$ cat config.mk
export PLATFORM = sky130hd
export DESIGN_NAME = cgrs_cfg
export DESIGN_NICKNAME = d
export VERILOG_FILES = /design/src/rtl/cgrs_pkg.sv /design/src/rtl/cgrs_cfg.sv
export SDC_FILE = /design/constraint.sdc
export NUM_CORES = 1
export LEC_CHECK = 0
export BUFFER_PORTS_ARGS = -buffer_cell sky130_fd_sc_hd__buf_2
export CORE_ASPECT_RATIO = 1.2
export CORE_UTILIZATION = 53
export CTS_CLUSTER_SIZE = 24
export DETAILED_ROUTE_END_ITERATION = 16
export HOLD_SLACK_MARGIN = 0.1
export PLACE_DENSITY = 0.84
export SLEW_MARGIN = 20
export SYNTH_ARGS = -nofsm -noshare
export SYNTH_HDL_FRONTEND = slang
export SYNTH_SLANG_ARGS = --single-unit
$ cat constraint.sdc
create_clock -name clk -period 1.8 [get_ports clk]
set_clock_uncertainty 0.2 [all_clocks]
set_input_delay 0.36 -clock clk [delete_from_list [all_inputs] [get_ports clk]]
set_output_delay 0.36 -clock clk [all_outputs]
set_load 0.005 [all_outputs]
$ cat src/rtl/cgrs_pkg.sv
// ----------------------------------------------------------------------------
// cgrs_pkg
// Shared types, codes and constants of the capped grid regrowth store.
// ----------------------------------------------------------------------------
package cgrs_pkg;

    // default grid geometry
    localparam int GRID_COLUMNS_DEF = 64;
    localparam int GRID_ROWS_DEF    = 64;

    // field widths fixed by the interface
    localparam int DATA_W    = 32;
    localparam int COORD_W   = 6;
    localparam int SIZE_W    = 7;
    localparam int CFG_IDX_W = 3;

    // Q16.16 constants
    localparam logic signed [DATA_W-1:0] Q_ONE   = 32'sh0001_0000;
    localparam logic signed [DATA_W-1:0] VAL_MAX = 32'sh7FFF_FFFF;
    localparam logic signed [DATA_W-1:0] VAL_MIN = 32'sh8000_0000;

    // operation codes
    typedef enum logic [2:0] {
        OP_WRITE_VALUE = 3'd0,
        OP_WRITE_CAP   = 3'd1,
        OP_READ_CAP    = 3'd2,
        OP_TICK        = 3'd3,
        OP_SCAN        = 3'd4,
        OP_INIT_FILL   = 3'd5
    } op_t;

    // result status codes
    typedef enum logic [2:0] {
        ST_OK     = 3'd0,
        ST_GLOBAL = 3'd1,
        ST_X      = 3'd2,
        ST_Y      = 3'd3,
        ST_CAP    = 3'd4
    } status_t;

    // configuration register indexes
    typedef enum logic [CFG_IDX_W-1:0] {
        CFG_WIDTH  = 3'd0,
        CFG_HEIGHT = 3'd1,
        CFG_GMAX   = 3'd2,
        CFG_GMIN   = 3'd3,
        CFG_AUTO   = 3'd4
    } cfg_idx_t;

    // controller states
    typedef enum logic [1:0] {
        S_IDLE,
        S_SWEEP,
        S_DRAIN,
        S_FINISH
    } state_t;

    typedef struct packed {
        logic [2:0]                operation;
        logic [COORD_W-1:0]        x_index;
        logic [COORD_W-1:0]        y_index;
        logic signed [DATA_W-1:0]  write_value;
    } in_item_t;

    typedef struct packed {
        status_t                   status;
        logic signed [DATA_W-1:0]  read_cap;
        logic signed [DATA_W-1:0]  tracked_min;
        logic signed [DATA_W-1:0]  tracked_max;
    } out_item_t;

    // configuration as seen by the datapath (sizes already clamped)
    typedef struct packed {
        logic [SIZE_W-1:0]         eff_width;
        logic [SIZE_W-1:0]         eff_height;
        logic signed [DATA_W-1:0]  global_max;
        logic signed [DATA_W-1:0]  global_min;
        logic                      auto_on;
    } cfg_t;

    // controller to datapath
    typedef struct packed {
        logic load_item;
        logic mem_read;
        logic sweep_step;
        logic finish;
    } dp_cmd_t;

    // datapath to controller
    typedef struct packed {
        logic sweep_go;
        logic sweep_last;
    } dp_sts_t;

endpackage

$ cat src/rtl/cgrs_cfg.sv
// ----------------------------------------------------------------------------
// cgrs_cfg
// Configuration registers with the grid size clamped to the built geometry.
// ----------------------------------------------------------------------------
module cgrs_cfg #(
    parameter int GRID_COLUMNS = cgrs_pkg::GRID_COLUMNS_DEF,
    parameter int GRID_ROWS    = cgrs_pkg::GRID_ROWS_DEF
) (
    input  logic                              clk,
    input  logic                              rst_n,
    input  logic                              cfg_we,
    input  logic [cgrs_pkg::CFG_IDX_W-1:0]    cfg_addr,
    input  logic [cgrs_pkg::DATA_W-1:0]       cfg_wdata,
    output cgrs_pkg::cfg_t                    cfg
);
    import cgrs_pkg::*;

    logic [SIZE_W-1:0]        width_reg;
    logic [SIZE_W-1:0]        height_reg;
    logic signed [DATA_W-1:0] gmax_reg;
    logic signed [DATA_W-1:0] gmin_reg;
    logic                     auto_reg;

    // register writes; indexes beyond the list are dropped
    always_ff @(posedge clk or negedge rst_n) begin
        if (!rst_n) begin
            width_reg  <= SIZE_W'(64);
            height_reg <= SIZE_W'(64);
            gmax_reg   <= VAL_MAX;
            gmin_reg   <= '0;
            auto_reg   <= 1'b1;
        end else if (cfg_we) begin
            unique case (cfg_addr)
                CFG_WIDTH:  width_reg  <= cfg_wdata[SIZE_W-1:0];
                CFG_HEIGHT: height_reg <= cfg_wdata[SIZE_W-1:0];
                CFG_GMAX:   gmax_reg   <= cfg_wdata;
                CFG_GMIN:   gmin_reg   <= cfg_wdata;
                CFG_AUTO:   auto_reg   <= cfg_wdata[0];
                default:    ;
            endcase
        end
    end

    // clamp the sizes in use to the grid that is built
    assign cfg.eff_width  = (32'(width_reg) > GRID_COLUMNS) ? SIZE_W'(GRID_COLUMNS) : width_reg;
    assign cfg.eff_height = (32'(height_reg) > GRID_ROWS) ? SIZE_W'(GRID_ROWS) : height_reg;
    assign cfg.global_max = gmax_reg;
    assign cfg.global_min = gmin_reg;
    assign cfg.auto_on    = auto_reg;

endmodule

## Yosys cells after proc, flatten, opt, wreduce, memory -nomap -nowiden

Index checks and enable logic that the tools add are counted.

- Flip-flop bits (word level): 79
- Input bits: 38
- Output and inout port bits: 79
- Word-level logic and storage cells: 19

- Magnitude comparators: 2
- Multiplexer cells: 2
- Equal/unequal tests: 4
- Reduce and logical (&&, ||, !) cells: 6

Operators with widths:

| cell | count |
|---|---|
| > comparator 7 bit (second input constant) | 2 |
| 2-to-1 mux 7 bit | 2 |
| AND reduction 2 bit | 5 |
| equality test 3 x 2 -> 1 bit (second input constant) | 2 |
| equality test 3 x 1 -> 1 bit (second input constant) | 1 |
| equality test 3 bit (second input constant) | 1 |
| logical NOT 3 bit | 1 |

## Longest topological paths before layout

- Word-level depth: 2
- Gate-level depth with buffers: 4
- Mapped depth without buffers: 2

## Least setup slack after synthesis

Ideal clock, no wire load.

- Path type: input to register
- Start point: in cfg_addr[0] (netlist bit)
- End point: reg gmax_reg[10]
- Data arrival time: 1247 ps
- Required time: 1518 ps
- Buffers on the path: 2
- Setup time: 82 ps
- Stages on the path: 4
- Slack: 271 ps
- Path through: nor4bb_1 buf_4 buf_12 mux2_4

- Longest elaborated chain between the ends: 2

RTL lines:

| what | RTL line | source |
|---|---|---|
| from (decl) | cgrs_cfg.sv:12 | `input logic [cgrs_pkg::CFG_IDX_W-1:0] cfg_addr,` |
| equality test 3 x 2 -> 1 bit | cgrs_cfg.sv:33 | `unique case (cfg_addr)` |
| AND reduction 2 bit (no source line) | n/a |  |
| to (signal assigned) | cgrs_cfg.sv:36 | `CFG_GMAX: gmax_reg <= cfg_wdata;` |
| to (decl) | cgrs_cfg.sv:20 | `logic signed [DATA_W-1:0] gmax_reg;` |

No other way between the ends.
A chain may end at the register's enable or synchronous reset.

==> flow_results.org <==
** Logic synthesis
- Number of library cell types mapped by synthesis :: 13
- Compound-gate portion of the synthesized area :: 0%
- After synthesis, flip-flops and latches occupy 61.7% of the total area.
- Number of synthesized register bits :: 79
- Multiplexer cells account for 30.6% of the synthesized area.
- Summing every instance area after synthesis gives 3270 µm².
- Synth Area in XOR/XNOR :: 0%
- Of the total synthesized cell area, the portion taken by AND, OR, NAND and NOR gates is 4.55%.
- Syn avg cell area :: 17.6 µm²
- Yosys printed 0 warnings.
- Post-Synthesis Net Count :: 224
- Adder-cell area share of the yosys netlist :: 0%
- Post-Syn Instances :: 186
- Main combinational cell family by area after synthesis :: multiplexers

** Pwr
- For this design the ratio of total power to cell area is 1090 nW/µm².
- Static Leak :: 2.13 nW
- Peak VDD IR :: 0.630 mV

** GRT
- GR Util All Layers :: 22.0%
- Vias in the first global route :: 2164
- The number of antenna violations at the first check in global routing is 0.
- Global routing finished with a remaining overflow of 0.
- Global-route wire length before repair :: 10400 µm
- Entering global routing, the biggest net connects 80 pins.

** Floorplanning
- The total area inside the core boundary comes to 6010 µm².
- Initial core utilization :: 54.4%
- From left edge to right edge, the die measures 73.7 µm.
- Die boundary height :: 88.1 µm
- The die covers 6500 µm².
- Floorplan row count :: 31
- IO Count :: 117

** Clock network
- Latest clock arrival within the worst-skew pair :: 0.33 ns
- The H-tree was split into 3 levels.
- Library cell used as clock root buffer :: clkbuf_8
- The number of setup buffers added after CTS is 0.
- Counting the buffers created by CTS gives 9.
- Gates resized, CTS repair :: 0
- Clock transition at the register clock pins on the worst setup and hold paths after CTS :: 0.08 ns
- The number of hold buffers added after CTS was 27.
- Clock buffer depth :: 2
- TritonCTS clock tree :: yes
- Count of clock tree sinks :: 79

** Cells and area
- Number of filler instances in the final layout :: 388
- The area growth from synthesis to layout is 35.6%.
- Finished layout cell area :: 4440 µm²
- Ratio of cells with drive above 1 in the final layout :: 75.4%
- Total inserted antenna cells :: 0
- For this run, the post-layout net count is 378.

** Run
- Max-cap violations in this run came to 0.

** Route
- Ratio of routed vias to standard cells :: 4.97
- Overall via count from detail_route :: 2122
- The routed design has 6810 µm of wire.
- Routed Antenna Nets :: 0
- For this run, design rule violations remaining after detail routing come to 0.
- Number of optimization iterations in the first detailed-route pass :: 4
- For this block, the initial DRC count from the detailed router was 88.
- Post-detailed-route wirelength per cell :: 16.0 µm

** Placement
- At the end of routability-driven placement, the weighted congestion stood at 0.734.
- Buffers placed on the I/O ports in this run total 116.
- In this run the cell area measured after placement is 3990 µm².

** Worst hold path
- The path class of the tightest hold or removal check is input port to flip-flop.

** Worst setup path
- The setup path with the least slack is of type flip-flop to output pin.
- Among cell families on the critical path, the largest total delay comes from flip-flops.
- Required time at the worst-slack endpoint :: 1.24 ns
- Data arrival at the endpoint of the critical path :: 1.14 ns
- STA classifies the critical path startpoint as a flip-flop.
- Together, buffers and inverters on the worst path number 1.
- The largest individual stage delay along the critical path comes from the cell dfstp_2.
- Endpoint type of the worst setup path :: output pin
- Along the worst path, the maximum fanout reaches 8.
- Largest stage delay on the critical path :: 0.61 ns
- Cells along the critical path :: nor2b_1 > buf_2

** Timing
- The worst pin sits at a relative slew slack of 72.7%.
- Setup repair after global routing missed its margin :: no
- Setup violations remaining at the end of the flow were counted as 0.
- Fin. Hold Viols :: 0
- The final count of pins violating max slew came to 0.
- Total Negative Setup Slacks :: 0 ns
- Achievable clock frequency :: 588 MHz
- Portion of the clock cycle consumed by the worst path in the final layout :: 94.5%
- For the pin with the worst max-slew slack, the measured transition is 0.409 ns.
- Counting I/O delays and the setup requirement, the final critical path takes 1.70 ns.

** Status
- Outcome :: finished clean
[cell usage in the layout, fill, tap and decap left out, types with 2 or more instances in the layout]
| cell type | synthesis | routed |
|---|---|---|
| and4bb_2 | 2 | 2 |
| mux2_2 | 49 | 49 |
| buf_2 | 4 | 115 |
| clkinvlp_4 | 0 | 2 |
| mux2_4 | 30 | 30 |
| clkbuf_8 | 0 | 10 |
| dfstp_2 | 34 | 34 |
| clkinv_2 | 0 | 2 |
| dfrtp_1 | 45 | 45 |
| nor2b_1 | 12 | 12 |
| dlygate4sd3_1 | 0 | 27 |
| buf_12 | 3 | 3 |
| buf_4 | 2 | 9 |
[cell families after synthesis]
kind of cell	after synthesis
mux	79
simple gates	17
buf+inv	11
flops	79
[where the power goes]
part,total [W],switching [W],internal (W)
Combinational,0.00116,0.000415,0.000747
Sequential,0.00251,0.000221,0.00229
Clock,0.00116,0.000621,0.000536
[through the flow]
| step | worst slack, ns | power, W | std cells | utilization [%] | hold slack, ns |
|---|---|---|---|---|---|
| 3_3_place_gp | 0.0489 | 0.00360 | 384 | 66.4 | 0.210 |
| 5_1_grt | 0.0528 | 0.00510 | 427 | 73.8 | 0.103 |
| 4_1_cts | 0.0838 | 0.00487 | 427 | 73.8 | 0.101 |
| 6_report | 0.0996 | 0.00483 | 427 | 73.8 | 0.116 |
| 2_1_floorplan | 0.271 | 0.00307 | 186 | - | -0.136 |
| 3_5_place_dp | 0.0205 | 0.00365 | 384 | 66.4 | 0.208 |
[synth_stat cells, drive strengths merged]
master / number / area [µm²]
dfrtp: 45 / 1130
and4bb: 2 / 25.0
mux2: 79 / 1000
nor4b: 1 / 23.8
dfstp: 34 / 893
buf: 9 / 95.1
nand4b: 1 / 15.0
nor2b: 12 / 75.1
nor4bb: 1 / 10.0
clkbuf: 2 / 7.51
[area by class of cell]
type | count | area (µm²) | area share [%]
multi-input combinational | 96 | 1170 | 26.3
timing repair buffer | 154 | 973 | 21.9
clock inverter | 5 | 33.8 | 0.761
sequential | 79 | 2020 | 45.5
tap | 82 | 103 | 2.31
clock buffer | 11 | 141 | 3.19
[layer usage]
layer	GRT usage, %	part of all wire, %
met2	36.6	51
met3	7.13	6.4
met4	9.09	1.2
met1	26.3	41
met5	0	0
[path summary, 6_finish.rpt]
path | start | to | slack [ns] | cells past startpoint
min in group asynchronous | rst_n | gmin_reg[14] | 0.38 | 3
worst max-delay path | width_reg[6] | cfg[72] | 0.1 | 2
max in group asynchronous | rst_n | gmax_reg[6] | 0.63 | 3
worst max register to register | width_reg[6] | width_reg[6] | 0.77 | 1
worst min register to register | gmin_reg[9] | gmin_reg[9] | 0.30 | 1
worst min-delay path | cfg_wdata[5] | height_reg[5] | 0.12 | 2
Power figures use the tool's default switching activity.
