## src/rtl/cgrs_pkg.sv

```systemverilog
// ----------------------------------------------------------------------------
// cgrs_pkg
// Shared types, codes and constants of the capped grid regrowth store.
// ----------------------------------------------------------------------------
package cgrs_pkg;

    // default grid geometry
    localparam int GRID_COLUMNS_DEF = 64;
    localparam int GRID_ROWS_DEF    = 64;

    // field widths fixed by the interface
    localparam int DATA_W    = 32;
    localparam int COORD_W   = 6;
    localparam int SIZE_W    = 7;
    localparam int CFG_IDX_W = 3;

    // Q16.16 constants
    localparam logic signed [DATA_W-1:0] Q_ONE   = 32'sh0001_0000;
    localparam logic signed [DATA_W-1:0] VAL_MAX = 32'sh7FFF_FFFF;
    localparam logic signed [DATA_W-1:0] VAL_MIN = 32'sh8000_0000;

    // operation codes
    typedef enum logic [2:0] {
        OP_WRITE_VALUE = 3'd0,
        OP_WRITE_CAP   = 3'd1,
        OP_READ_CAP    = 3'd2,
        OP_TICK        = 3'd3,
        OP_SCAN        = 3'd4,
        OP_INIT_FILL   = 3'd5
    } op_t;

    // result status codes
    typedef enum logic [2:0] {
        ST_OK     = 3'd0,
        ST_GLOBAL = 3'd1,
        ST_X      = 3'd2,
        ST_Y      = 3'd3,
        ST_CAP    = 3'd4
    } status_t;

    // configuration register indexes
    typedef enum logic [CFG_IDX_W-1:0] {
        CFG_WIDTH  = 3'd0,
        CFG_HEIGHT = 3'd1,
        CFG_GMAX   = 3'd2,
        CFG_GMIN   = 3'd3,
        CFG_AUTO   = 3'd4
    } cfg_idx_t;

    // controller states
    typedef enum logic [1:0] {
        S_IDLE,
        S_SWEEP,
        S_DRAIN,
        S_FINISH
    } state_t;

    typedef struct packed {
        logic [2:0]                operation;
        logic [COORD_W-1:0]        x_index;
        logic [COORD_W-1:0]        y_index;
        logic signed [DATA_W-1:0]  write_value;
    } in_item_t;

    typedef struct packed {
        status_t                   status;
        logic signed [DATA_W-1:0]  read_cap;
        logic signed [DATA_W-1:0]  tracked_min;
        logic signed [DATA_W-1:0]  tracked_max;
    } out_item_t;

    // configuration as seen by the datapath (sizes already clamped)
    typedef struct packed {
        logic [SIZE_W-1:0]         eff_width;
        logic [SIZE_W-1:0]         eff_height;
        logic signed [DATA_W-1:0]  global_max;
        logic signed [DATA_W-1:0]  global_min;
        logic                      auto_on;
    } cfg_t;

    // controller to datapath
    typedef struct packed {
        logic load_item;
        logic mem_read;
        logic sweep_step;
        logic finish;
    } dp_cmd_t;

    // datapath to controller
    typedef struct packed {
        logic sweep_go;
        logic sweep_last;
    } dp_sts_t;

endpackage

```

## src/rtl/cgrs_ctrl.sv

```systemverilog
// ----------------------------------------------------------------------------
// cgrs_ctrl
// Sequencer: accepts an item, runs a grid sweep when needed, and hands the
// result to the output register.
// ----------------------------------------------------------------------------
module cgrs_ctrl (
    input  logic                clk,
    input  logic                rst_n,
    input  logic                in_valid,
    output logic                in_ready,
    output logic                out_valid,
    input  logic                out_ready,
    input  cgrs_pkg::dp_sts_t   sts,
    output cgrs_pkg::dp_cmd_t   cmd
);
    import cgrs_pkg::*;

    state_t state_reg, state_next;
    logic   out_valid_reg, out_valid_next;
    logic   out_free;

    // state and output-valid registers
    always_ff @(posedge clk or negedge rst_n) begin
        if (!rst_n) begin
            state_reg     <= S_IDLE;
            out_valid_reg <= 1'b0;
        end else begin
            state_reg     <= state_next;
            out_valid_reg <= out_valid_next;
        end
    end

    assign out_free = !out_valid_reg || out_ready;

    // next state and commands
    always_comb begin
        state_next = state_reg;
        cmd        = '0;
        in_ready   = 1'b0;
        unique case (state_reg)
            S_IDLE: begin
                in_ready = 1'b1;
                if (in_valid) begin
                    cmd.load_item = 1'b1;
                    cmd.mem_read  = 1'b1;
                    state_next    = sts.sweep_go ? S_SWEEP : S_FINISH;
                end
            end
            S_SWEEP: begin
                cmd.sweep_step = 1'b1;
                cmd.mem_read   = 1'b1;
                if (sts.sweep_last) begin
                    state_next = S_DRAIN;
                end
            end
            // last read of the sweep is processed here
            S_DRAIN: begin
                state_next = S_FINISH;
            end
            S_FINISH: begin
                if (out_free) begin
                    cmd.finish = 1'b1;
                    state_next = S_IDLE;
                end
            end
            default: begin
                state_next = S_IDLE;
            end
        endcase
    end

    // result held until transferred
    always_comb begin
        out_valid_next = out_valid_reg;
        if (cmd.finish) begin
            out_valid_next = 1'b1;
        end else if (out_ready) begin
            out_valid_next = 1'b0;
        end
    end

    assign out_valid = out_valid_reg;

endmodule

```

## config.mk

```make
export PLATFORM = sky130hd
export DESIGN_NAME = cgrs_ctrl
export DESIGN_NICKNAME = d
export VERILOG_FILES = /design/src/rtl/cgrs_pkg.sv /design/src/rtl/cgrs_ctrl.sv
export SDC_FILE = /design/constraint.sdc
export NUM_CORES = 1
export LEC_CHECK = 0
export ABC_CLOCK_PERIOD_IN_PS = 2400
export BUFFER_PORTS_ARGS = -buffer_cell sky130_fd_sc_hd__buf_2
export CORE_AREA = 4 4 41 43
export CTS_CLUSTER_SIZE = 12
export DETAILED_ROUTE_END_ITERATION = 8
export DIE_AREA = 0 0 45 47
export GPL_TIMING_DRIVEN = 1
export PLACE_DENSITY = 0.47
export SETUP_SLACK_MARGIN = 0.1
export SYNTH_ARGS = -nofsm -noshare
export SYNTH_HDL_FRONTEND = slang
export SYNTH_SLANG_ARGS = --single-unit
```

## constraint.sdc

```tcl
create_clock -name clk -period 2.4 [get_ports clk]
set_input_delay 0.48 -clock clk [delete_from_list [all_inputs] [get_ports clk]]
set_output_delay 0.48 -clock clk [all_outputs]
set_load 0.02 [all_outputs]
```

# Word level (Yosys, flattened, before mapping)
# Index checks and enable logic that the tools add are counted.
[op_classes]
n_reduce_logical = 5
muxes = 14
n_eq_ne = 6
[op_table]
columns = ["operator", "n"]
rows = [
  ["2-bit two-way mux", 5],
  ["2-bit case mux with 4 select lines", 1],
  ["1-bit two-way mux", 7],
  ["2-bit != test (second input constant)", 3],
  ["2-bit equality test (second input constant)", 2],
  ["3-bit AND reduction", 1],
  ["2-bit by 1-bit equality test with 1-bit output (second input constant)", 1],
  ["2-bit logical NOT", 1],
  ["1-bit case mux with 2 select lines", 1],
  ["2-bit nonzero test", 1],
  ["1-bit logical NOT", 1],
  ["1-bit logical OR", 1],
]
[totals]
inputBits = 6
output_inout_bits = 6
register_bits = 3
word_cells = 27

# Logic depth before layout (Yosys ltp)
# Gate-level depths: netlist of run 1.
[depth]
word_depth = 5
ltp_mapped = 5

# Least setup slack after synthesis of run 1
# OpenSTA, ideal clock, no wires.
[synth_path]
path_type = "reg2out"
startpoint = "register state_reg[0]"
endpoint = "output port cmd[2] (netlist bit)"
t_required_ps = 1920
arrival_ps = 1333
stages_incl_launch_ff = 5
n_path_buf = 0
path_slack_ps = 587
path_cell_list = "dfrtp_1 > inv_1 > ha_1 > and2_1 > or2_1"
[synth_rtl]
columns = ["element", "line_no", "text"]
rows = [
  ["start, declared", "cgrs_ctrl.sv:18", "state_t state_reg, state_next;"],
  ["start signal, assigned", "cgrs_ctrl.sv:28", "state_reg <= state_next;"],
  ["end, declared", "cgrs_ctrl.sv:14", "output cgrs_pkg::dp_cmd_t cmd"],
]

==> results of run 1 <==
[layer usage]
metal / wire length, um / part of all wire [%] / up-vias
met3: 12 / 2.7 / 0
met2: 290 / 66 / 1
li1: - / - / 103
met1: 138 / 31 / 90
met5: 0 / 0 / -
met4: 0 / 0 / 0
[layout by cell type (no fill, tap or decap)]
| cell type | instances |
|---|---|
| dfrtp_1 | 3 |
| nand2_1 | 1 |
| inv_1 | 3 |
| buf_2 | 11 |
| nor2b_2 | 1 |
| a21oi_1 | 1 |
| nand2b_1 | 1 |
| ha_1 | 4 |
| o221ai_4 | 1 |
| nor2_1 | 1 |
| inv_2 | 1 |
| or2_1 | 1 |
| clkbuf_1 | 1 |
| nand2b_4 | 1 |
| and2_1 | 2 |
| mux2i_1 | 2 |
| clkbuf_4 | 3 |
[kinds of logic (layout without fill, tap and decap cells)]
family                     count (synthesis)  in the layout  share of synthesized area, %
and+or+nand+nor                            8              8                         21.67
muxes                                      2              2                         7.882
AOI/OAI and AO/OA                          2              2                         12.32
buffers and inverters                      5             19                         8.866
DFF                                        3              3                         29.56
adders and majority gates                  4              4                         19.71
[metrics by stage]
stage / std cells / hold slack [ns]
global route: 53 / 0.02344
global placement: 49 / 0.2775
floorplan: 24 / 0.1844
CTS: 53 / 0.02656
finish: 53 / 0.03459
detailed placement: 49 / 0.2777
[area by class of cell]
class | count | area [sq um]
fillers | 159 | 954.7
multi-input cells | 16 | 156.4
flip-flops and latches | 3 | 75.07
repair buffers | 11 | 55.05
clock buffers | 4 | 26.28
well taps | 15 | 18.77
inverters | 4 | 15.01
[how the worst min path moves through the flow]
stage	cells after the start	to	start	slack, ns
global route	1	state_reg[0]	rst_n	0.02
finish	1	state_reg[0]	rst_n	0.03
global placement	1	out_valid	rst_n	0.28
floorplan	0	out_valid	rst_n	0.18
CTS	1	state_reg[0]	rst_n	0.03
detailed placement	1	out_valid	rst_n	0.28
[power by group through the flow]
stage	sequential (uW)	combinational [uW]	clock [uW]
after floorplan	108	243	0
after detailed placement	101	317	0
after CTS	101	317	92.0
after global routing	103	344	98.6
after global placement	102	320	0
final	99.6	309	87.0
==> impl_metrics.prom, run 1 <==
# TYPE chip_impl_metric gauge
chip_impl_metric{name="worst_setup_margin",unit="ns"} 0.4890
chip_impl_metric{name="cp_slowest_stage_delay",unit="ns"} 0.36
chip_impl_info{name="path_delay_family",value="flip-flops"} 1
chip_impl_metric{name="max-clock-path-buffers",unit=""} 2
chip_impl_metric{name="worstPathBufferInverterCount",unit=""} 2
chip_impl_metric{name="floorplan.initialDensity",unit="%"} 19.52
chip_impl_metric{name="syn-instance-count",unit=""} 24
chip_impl_metric{name="height_of_the_die",unit="um"} 47
chip_impl_metric{name="final_layout_size_suffix_gt1_share",unit="%"} 47.37
chip_impl_info{name="crit_start",value="state_reg[0]"} 1
chip_impl_metric{name="synth_top_area_share",unit="%"} 29.56
chip_impl_info{name="synth_most_common_cell",value="ha_1"} 1
chip_impl_metric{name="drc",unit=""} 0
chip_impl_info{name="timing.critical_path.from_type",value="flop"} 1
chip_impl_metric{name="place_hpwl",unit="um"} 399
chip_impl_metric{name="asyncSetResetFlopFracSynth",unit="%"} 100.0
chip_impl_metric{name="via_count",unit=""} 194
chip_impl_metric{name="arrival",unit="ns"} 1.43
chip_impl_metric{name="worst-slew-pin-transition",unit="ns"} 0.1946
chip_impl_info{name="setup_repair_after_global_routing_missed_its_margin",value="no"} 1
chip_impl_info{name="regToRegStartpoint",value="state_reg[1]"} 1
chip_impl_info{name="worst_setup_path_endpoint",value="cmd[2]"} 1
chip_impl_metric{name="maxClockFrequency",unit="MHz"} 523.3
chip_impl_metric{name="final_nets",unit=""} 49
chip_impl_metric{name="synthesis.nets",unit=""} 34
chip_impl_metric{name="routabilityCongestion",unit=""} 0.6663
chip_impl_metric{name="finalCritPeriodShare",unit="%"} 79.63
chip_impl_metric{name="comb_power_share",unit="%"} 62.3
chip_impl_metric{name="row_count",unit=""} 13
chip_impl_metric{name="via_count_of_the_first_global_routing_pass",unit=""} 196
chip_impl_info{name="globalRoute.busiestLayer",value="met2"} 1
chip_impl_metric{name="cts-resized-gates",unit=""} 0
chip_impl_info{name="crit_path_cell_trace",value="inv_1, ha_1, and2_1, or2_1, buf_2"} 1
chip_impl_metric{name="met3_usage",unit="%"} 2.299
chip_impl_metric{name="finalSetupViolCount",unit=""} 0
chip_impl_metric{name="clock-sinks",unit=""} 3
chip_impl_info{name="tritoncts",value="done"} 1
chip_impl_metric{name="grt_remaining_overflow",unit=""} 0
chip_impl_metric{name="r2r.worst_path.cells",unit=""} 5
chip_impl_metric{name="finalInstanceArea",unit="sq um"} 346.6
chip_impl_metric{name="synthesized_cell_area",unit="sq um"} 254.0
chip_impl_metric{name="period_minus_slack",unit="ns"} 1.911
chip_impl_metric{name="use_met1",unit="%"} 3.881
chip_impl_metric{name="detail_route.wirelength",unit="um"} 441
chip_impl_metric{name="max_ffs_per_register",unit=""} 2
chip_impl_metric{name="synth.distinct_cells",unit=""} 15
chip_impl_metric{name="globalRouteMet2Util",unit="%"} 9.322
chip_impl_metric{name="coreArea",unit="sq um"} 1301
chip_impl_metric{name="setup_total_negative_slack",unit="ns"} 0
chip_impl_metric{name="detail_route.iter0.violations",unit=""} 0
chip_impl_metric{name="portBuffers",unit=""} 11
chip_impl_metric{name="pwr-share-clk",unit="%"} 17.6
chip_impl_info{name="type_of_the_most_critical_hold_path",value="primary input to asynchronous set/reset pin"} 1
chip_impl_metric{name="floorplan.die.width",unit="um"} 45
chip_impl_metric{name="critPathRequiredTime",unit="ns"} 1.92
chip_impl_info{name="critical_path.slowest_cell",value="dfrtp_1"} 1
chip_impl_metric{name="grt_pass1_wl",unit="um"} 717
chip_impl_metric{name="io-pin-count",unit=""} 12
chip_impl_metric{name="internal_power",unit="uW"} 268.3
chip_impl_metric{name="hold_viol",unit=""} 0
chip_impl_metric{name="critical_path_cell_count",unit=""} 5
chip_impl_metric{name="fin_util",unit="%"} 26.63
chip_impl_metric{name="areaGrowthSynthToFinish",unit="%"} 36.45
chip_impl_metric{name="power_after_layout",unit="uW"} 495.6
chip_impl_info{name="netlist.top_cell.by_area",value="dfrtp_1"} 1
chip_impl_metric{name="power_density",unit="nW/um^2"} 1430
chip_impl_metric{name="report.final.slew_viol_count",unit=""} 0
chip_impl_metric{name="worst-r2r-setup-slack",unit="ns"} 1.08
chip_impl_metric{name="synth-warning-count",unit=""} 0
chip_impl_metric{name="number_of_enable_flip_flop_cells_after_synthesis",unit=""} 0
chip_impl_metric{name="antenna_left",unit=""} 0
chip_impl_info{name="critical_path_endpoint_category",value="primary output"} 1
chip_impl_info{name="critPathKind",value="flop to primary output"} 1
chip_impl_metric{name="critical_path_peak_fanout",unit=""} 5
chip_impl_metric{name="cts_clock_pin_slew_for_the_worst_setup_and_hold_paths",unit="ns"} 0.04
chip_impl_metric{name="power_switching",unit="uW"} 227.3
chip_impl_metric{name="synth-seq-area-share",unit="%"} 29.56
chip_impl_metric{name="vdd_drop_max",unit="uV"} 339.0
chip_impl_metric{name="routed_via_density",unit=""} 3.660
chip_impl_info{name="synth_area_leaders",value="dfrtp_1 30%, ha_1 20%, o221ai_4 10%"} 1
chip_impl_metric{name="floorplan_die_area",unit="sq um"} 2115
chip_impl_metric{name="wl_per_cell",unit="um"} 8.321
chip_impl_metric{name="insertedDiodeCount",unit=""} 0
chip_impl_metric{name="leakage",unit="uW"} 0.0001872
chip_impl_metric{name="first_pass_iters",unit=""} 1
chip_impl_info{name="synth_top_flop_cell",value="dfrtp_1"} 1
chip_impl_metric{name="dpl_cell_area",unit="sq um"} 320.3
chip_impl_info{name="r2r-end",value="state_reg[0]"} 1
chip_impl_metric{name="post_cts_buffers",unit=""} 0
chip_impl_metric{name="clk-insertion-delay-late",unit="ns"} 0.23
chip_impl_metric{name="switching_share",unit="%"} 45.86
chip_impl_metric{name="pin_count_of_the_biggest_net_entering_global_routing",unit=""} 6
chip_impl_metric{name="max_cap_violations",unit=""} 0
chip_impl_metric{name="skew_final",unit="ns"} 0.004055
chip_impl_metric{name="cts_max_level",unit=""} 1
chip_impl_info{name="status",value="completed"} 1
chip_impl_metric{name="antenna_found_initial",unit=""} 0
chip_impl_metric{name="seq_power_share",unit="%"} 20.1
chip_impl_info{name="clockRootBuffer",value="clkbuf_4"} 1
chip_impl_metric{name="grtUsageTotal",unit="%"} 5.142
chip_impl_metric{name="slew-limit-headroom",unit="%"} 87.03
chip_impl_info{name="synth_top_cells_by_count",value="4 x ha_1, 3 x dfrtp_1, 3 x inv_1, 2 x and2_1, 2 x mux2i_1"} 1
chip_impl_metric{name="synthesized_flop_and_latch_total",unit=""} 3
chip_impl_metric{name="synthesis.area_per_instance",unit="sq um"} 10.58
chip_impl_metric{name="cts_buffers",unit=""} 3
chip_impl_metric{name="dpl_worst_slack",unit="ns"} 0.7175
chip_impl_metric{name="hold_buffers",unit=""} 0
(Power assumes the default switching activity.)
==> run 2, diff against run 1 <==
Settings changed: ABC_AREA set to 1, ABC_CLOCK_PERIOD_IN_PS 2400 to 1900, PLACE_DENSITY 0.47 to 0.48.
Clock period 2.4 ns to 1.9 ns, I/O delays scaled along.
==> impl_metrics.prom, run 2 <==
# TYPE chip_impl_metric gauge
chip_impl_metric{name="route.layer.met1.wl",unit="um"} 228
chip_impl_metric{name="synth.distinct_cells",unit=""} 11
chip_impl_metric{name="power_switching",unit="uW"} 316.2
chip_impl_metric{name="coreArea",unit="sq um"} 1301
chip_impl_metric{name="comb_power_share",unit="%"} 65.2
chip_impl_metric{name="skew_final",unit="ns"} 0.001131
chip_impl_info{name="tritoncts",value="done"} 1
chip_impl_metric{name="critical_path_peak_fanout",unit=""} 5
chip_impl_metric{name="maxClockFrequency",unit="MHz"} 596.4
chip_impl_metric{name="max_ffs_per_register",unit=""} 2
chip_impl_metric{name="row_count",unit=""} 13
chip_impl_metric{name="clk-insertion-delay-late",unit="ns"} 0.22
chip_impl_metric{name="finalCritPeriodShare",unit="%"} 88.24
chip_impl_metric{name="height_of_the_die",unit="um"} 47
chip_impl_metric{name="synthesized_flop_and_latch_total",unit=""} 3
chip_impl_metric{name="synth-warning-count",unit=""} 0
chip_impl_metric{name="final_layout_size_suffix_gt1_share",unit="%"} 36.36
chip_impl_metric{name="power_density",unit="nW/um^2"} 1698
chip_impl_metric{name="insertedDiodeCount",unit=""} 0
chip_impl_info{name="synth_top_flop_cell",value="dfrtp_1"} 1
chip_impl_info{name="hold-path-endpoint",value="out_valid"} 1
chip_impl_metric{name="internal_power",unit="uW"} 353.1
chip_impl_metric{name="arrival",unit="ns"} 1.30
chip_impl_metric{name="io-pin-count",unit=""} 12
chip_impl_info{name="status",value="completed"} 1
chip_impl_metric{name="worst_hold_slack",unit="ns"} 0.4392
chip_impl_metric{name="routabilityCongestion",unit=""} 0.6512
chip_impl_metric{name="wl_met2",unit="um"} 255
chip_impl_info{name="regToRegStartpoint",value="state_reg[0]"} 1
chip_impl_metric{name="wl_per_cell",unit="um"} 7.671
chip_impl_metric{name="report.final.slew_viol_count",unit=""} 0
chip_impl_metric{name="seq_power_share",unit="%"} 19.0
chip_impl_metric{name="routed-wl-met3",unit="um"} 52
chip_impl_metric{name="routed_via_density",unit=""} 3.486
chip_impl_info{name="layout.cells.most_common",value="nand2_1"} 1
chip_impl_info{name="clockRootBuffer",value="clkbuf_4"} 1
chip_impl_metric{name="grt_pass1_wl",unit="um"} 841
chip_impl_metric{name="holdPathStages",unit=""} 4
chip_impl_info{name="synth_area_leaders",value="dfrtp_1 28%, ha_1 18%, nand2_1 18%"} 1
chip_impl_metric{name="setup_total_negative_slack",unit="ns"} 0
chip_impl_metric{name="max_cap_violations",unit=""} 0
chip_impl_metric{name="clock-sinks",unit=""} 3
chip_impl_info{name="synth_most_common_cell",value="nand2_1"} 1
chip_impl_metric{name="leakage",unit="uW"} 0.0002531
chip_impl_info{name="r2r-end",value="state_reg[1]"} 1
chip_impl_metric{name="worst-r2r-setup-slack",unit="ns"} 0.75
chip_impl_metric{name="via_count",unit=""} 244
chip_impl_info{name="routed.top_layer",value="met3"} 1
chip_impl_metric{name="grt_remaining_overflow",unit=""} 0
chip_impl_metric{name="period_minus_slack",unit="ns"} 1.677
chip_impl_metric{name="floorplan.initialDensity",unit="%"} 20.87
chip_impl_metric{name="fillers",unit=""} 155
chip_impl_metric{name="worst-slew-pin-transition",unit="ns"} 0.1402
chip_impl_metric{name="antenna_found_initial",unit=""} 0
chip_impl_metric{name="vdd_drop_max",unit="uV"} 476.3
chip_impl_metric{name="fin_cells",unit=""} 70
chip_impl_metric{name="finalSetupViolCount",unit=""} 0
chip_impl_metric{name="synthesis.nets",unit=""} 49
chip_impl_metric{name="switching_share",unit="%"} 47.24
chip_impl_metric{name="slew-limit-headroom",unit="%"} 90.65
chip_impl_info{name="critPathKind",value="flop to primary output"} 1
chip_impl_metric{name="max-clock-path-buffers",unit=""} 2
chip_impl_metric{name="cts_max_level",unit=""} 1
chip_impl_metric{name="floorplan_die_area",unit="sq um"} 2115
chip_impl_metric{name="cts_buffers",unit=""} 3
chip_impl_metric{name="hold_viol",unit=""} 0
chip_impl_metric{name="portBuffers",unit=""} 11
chip_impl_metric{name="place_hpwl",unit="um"} 427.9
chip_impl_info{name="synth_top_cells_by_count",value="13 x nand2_1, 11 x inv_1, 4 x ha_1, 3 x dfrtp_1, 2 x nand3_2"} 1
chip_impl_info{name="netlist.top_cell.by_area",value="dfrtp_1"} 1
chip_impl_info{name="setup_repair_after_global_routing_missed_its_margin",value="no"} 1
chip_impl_metric{name="cts_clock_pin_slew_for_the_worst_setup_and_hold_paths",unit="ns"} 0.03
chip_impl_metric{name="critPathRequiredTime",unit="ns"} 1.52
chip_impl_metric{name="antenna_left",unit=""} 0
chip_impl_metric{name="synthesis.area_per_instance",unit="sq um"} 6.962
chip_impl_metric{name="detail_route.wirelength",unit="um"} 537
chip_impl_metric{name="asyncSetResetFlopFracSynth",unit="%"} 100.0
chip_impl_metric{name="synthesized_cell_area",unit="sq um"} 271.5
chip_impl_metric{name="number_of_enable_flip_flop_cells_after_synthesis",unit=""} 0
chip_impl_metric{name="synth-seq-area-share",unit="%"} 27.65
chip_impl_info{name="timing.critical_path.from_type",value="flop"} 1
chip_impl_metric{name="drc",unit=""} 0
chip_impl_metric{name="pin_count_of_the_biggest_net_entering_global_routing",unit=""} 6
chip_impl_metric{name="r2r.worst_path.cells",unit=""} 6
chip_impl_metric{name="via_count_of_the_first_global_routing_pass",unit=""} 215
chip_impl_metric{name="first_pass_iters",unit=""} 2
chip_impl_metric{name="pwr-share-clk",unit="%"} 15.8
chip_impl_metric{name="placed_cells_incl_taps",unit=""} 64
chip_impl_metric{name="floorplan.die.width",unit="um"} 45
chip_impl_info{name="type_of_the_most_critical_hold_path",value="primary input to flop"} 1
chip_impl_metric{name="syn-instance-count",unit=""} 39
chip_impl_metric{name="final_nets",unit=""} 66
chip_impl_metric{name="synth_top_area_share",unit="%"} 27.65
chip_impl_info{name="critical_path_endpoint_category",value="primary output"} 1
chip_impl_info{name="most_used_cells_in_the_layout_excluding_fill_and_tap_cells",value="13 x nand2_1, 11 x buf_2, 10 x inv_1"} 1
chip_impl_metric{name="grtUsageTotal",unit="%"} 5.696
chip_impl_info{name="hp-start",value="out_ready"} 1
chip_impl_metric{name="areaGrowthSynthToFinish",unit="%"} 45.16
chip_impl_metric{name="detail_route.iter0.violations",unit=""} 3
==> run 2: changes by cell type in the layout (fill, tap and decap cells not counted), sizes merged, moves of 2 or more <==
cell,previous run,this run
and2,2,0
inv,4,11
mux2i,2,0
nand2,1,14
nand2b,2,0
nand3,0,3
==> run 2: worst max-delay path by stage <==
stage / startpoint / to / slack [ns] / depth (start not counted)
after global routing: state_reg[1] / cmd[2] / 0.11 / 6
after global placement: state_reg[0] / cmd[2] / 0.38 / 6
after detailed placement: state_reg[0] / cmd[2] / 0.35 / 6
after CTS: state_reg[0] / cmd[2] / 0.11 / 6
final: state_reg[0] / cmd[2] / 0.22 / 6
after floorplan: state_reg[0] / cmd[2] / 0.24 / 5
==> run 2: power by group through the flow <==
stage                     sequential (uW)  clock [uW]  combinational, uW
final                                 127         106                436
after global routing                  137         121                499
after CTS                             128         111                395
after detailed placement              129           0                391
after global placement                129           0                391
after floorplan                       136           0                291
==> run 2: timing repair <==
action / CTS / global route
gates resized for setup: 0 / 3
buffers inserted: 0 / 1
setup endpoints to repair: 0 / 1
hold endpoints to repair: 3 / 0
hold buffers: 1 / 0
==> run 2: critical path, cell delays in order, from the launching register on <==
cell     delay [ns]
dfrtp_1        0.36
inv_1          0.10
ha_4           0.18
nand2_1        0.05
inv_1          0.04
or2_1          0.19
buf_2          0.15
==> run 2: cell families after synthesis <==
kind of cell	after synthesis	synth area share, %
AO/OA/AOI/OAI	1	1.842
adder cells (fa/ha/maj)	4	18.43
buffers and inverters	12	17.97
flip-flops	3	27.65
AND/OR/NAND/NOR	19	34.11
==> run 2: per-stage QoR <==
step | area, sq um | setup WS (ns) | power (uW) | util (%)
after detailed placement | 337.8 | 0.3495 | 519.7 | 25.96
final | 394.1 | 0.2234 | 669.3 | 30.29
after CTS | 374.1 | 0.1078 | 634.8 | 28.75
after global routing | 394.1 | 0.1143 | 756.3 | 30.29
after global placement | 337.8 | 0.3770 | 519.5 | 25.96
after floorplan | 271.5 | 0.2422 | 427.4 | -
==> run 2: final cells by class <==
type | count | area, sq um | area share (%)
Clock buffer | 4 | 26.28 | 6.667
Tap cell | 15 | 18.77 | 4.762
Multi-Input combinational cell | 24 | 160.2 | 40.64
Sequential cell | 3 | 75.07 | 19.05
Inverter | 11 | 41.29 | 10.48
Timing Repair Buffer | 13 | 72.57 | 18.41
==> run 2: per-layer routing <==
layer	track usage [%]	vias up
met5	0	-
met4	5.263	0
met3	1.149	0
met2	8.757	8
met1	6.621	92
li1	-	144
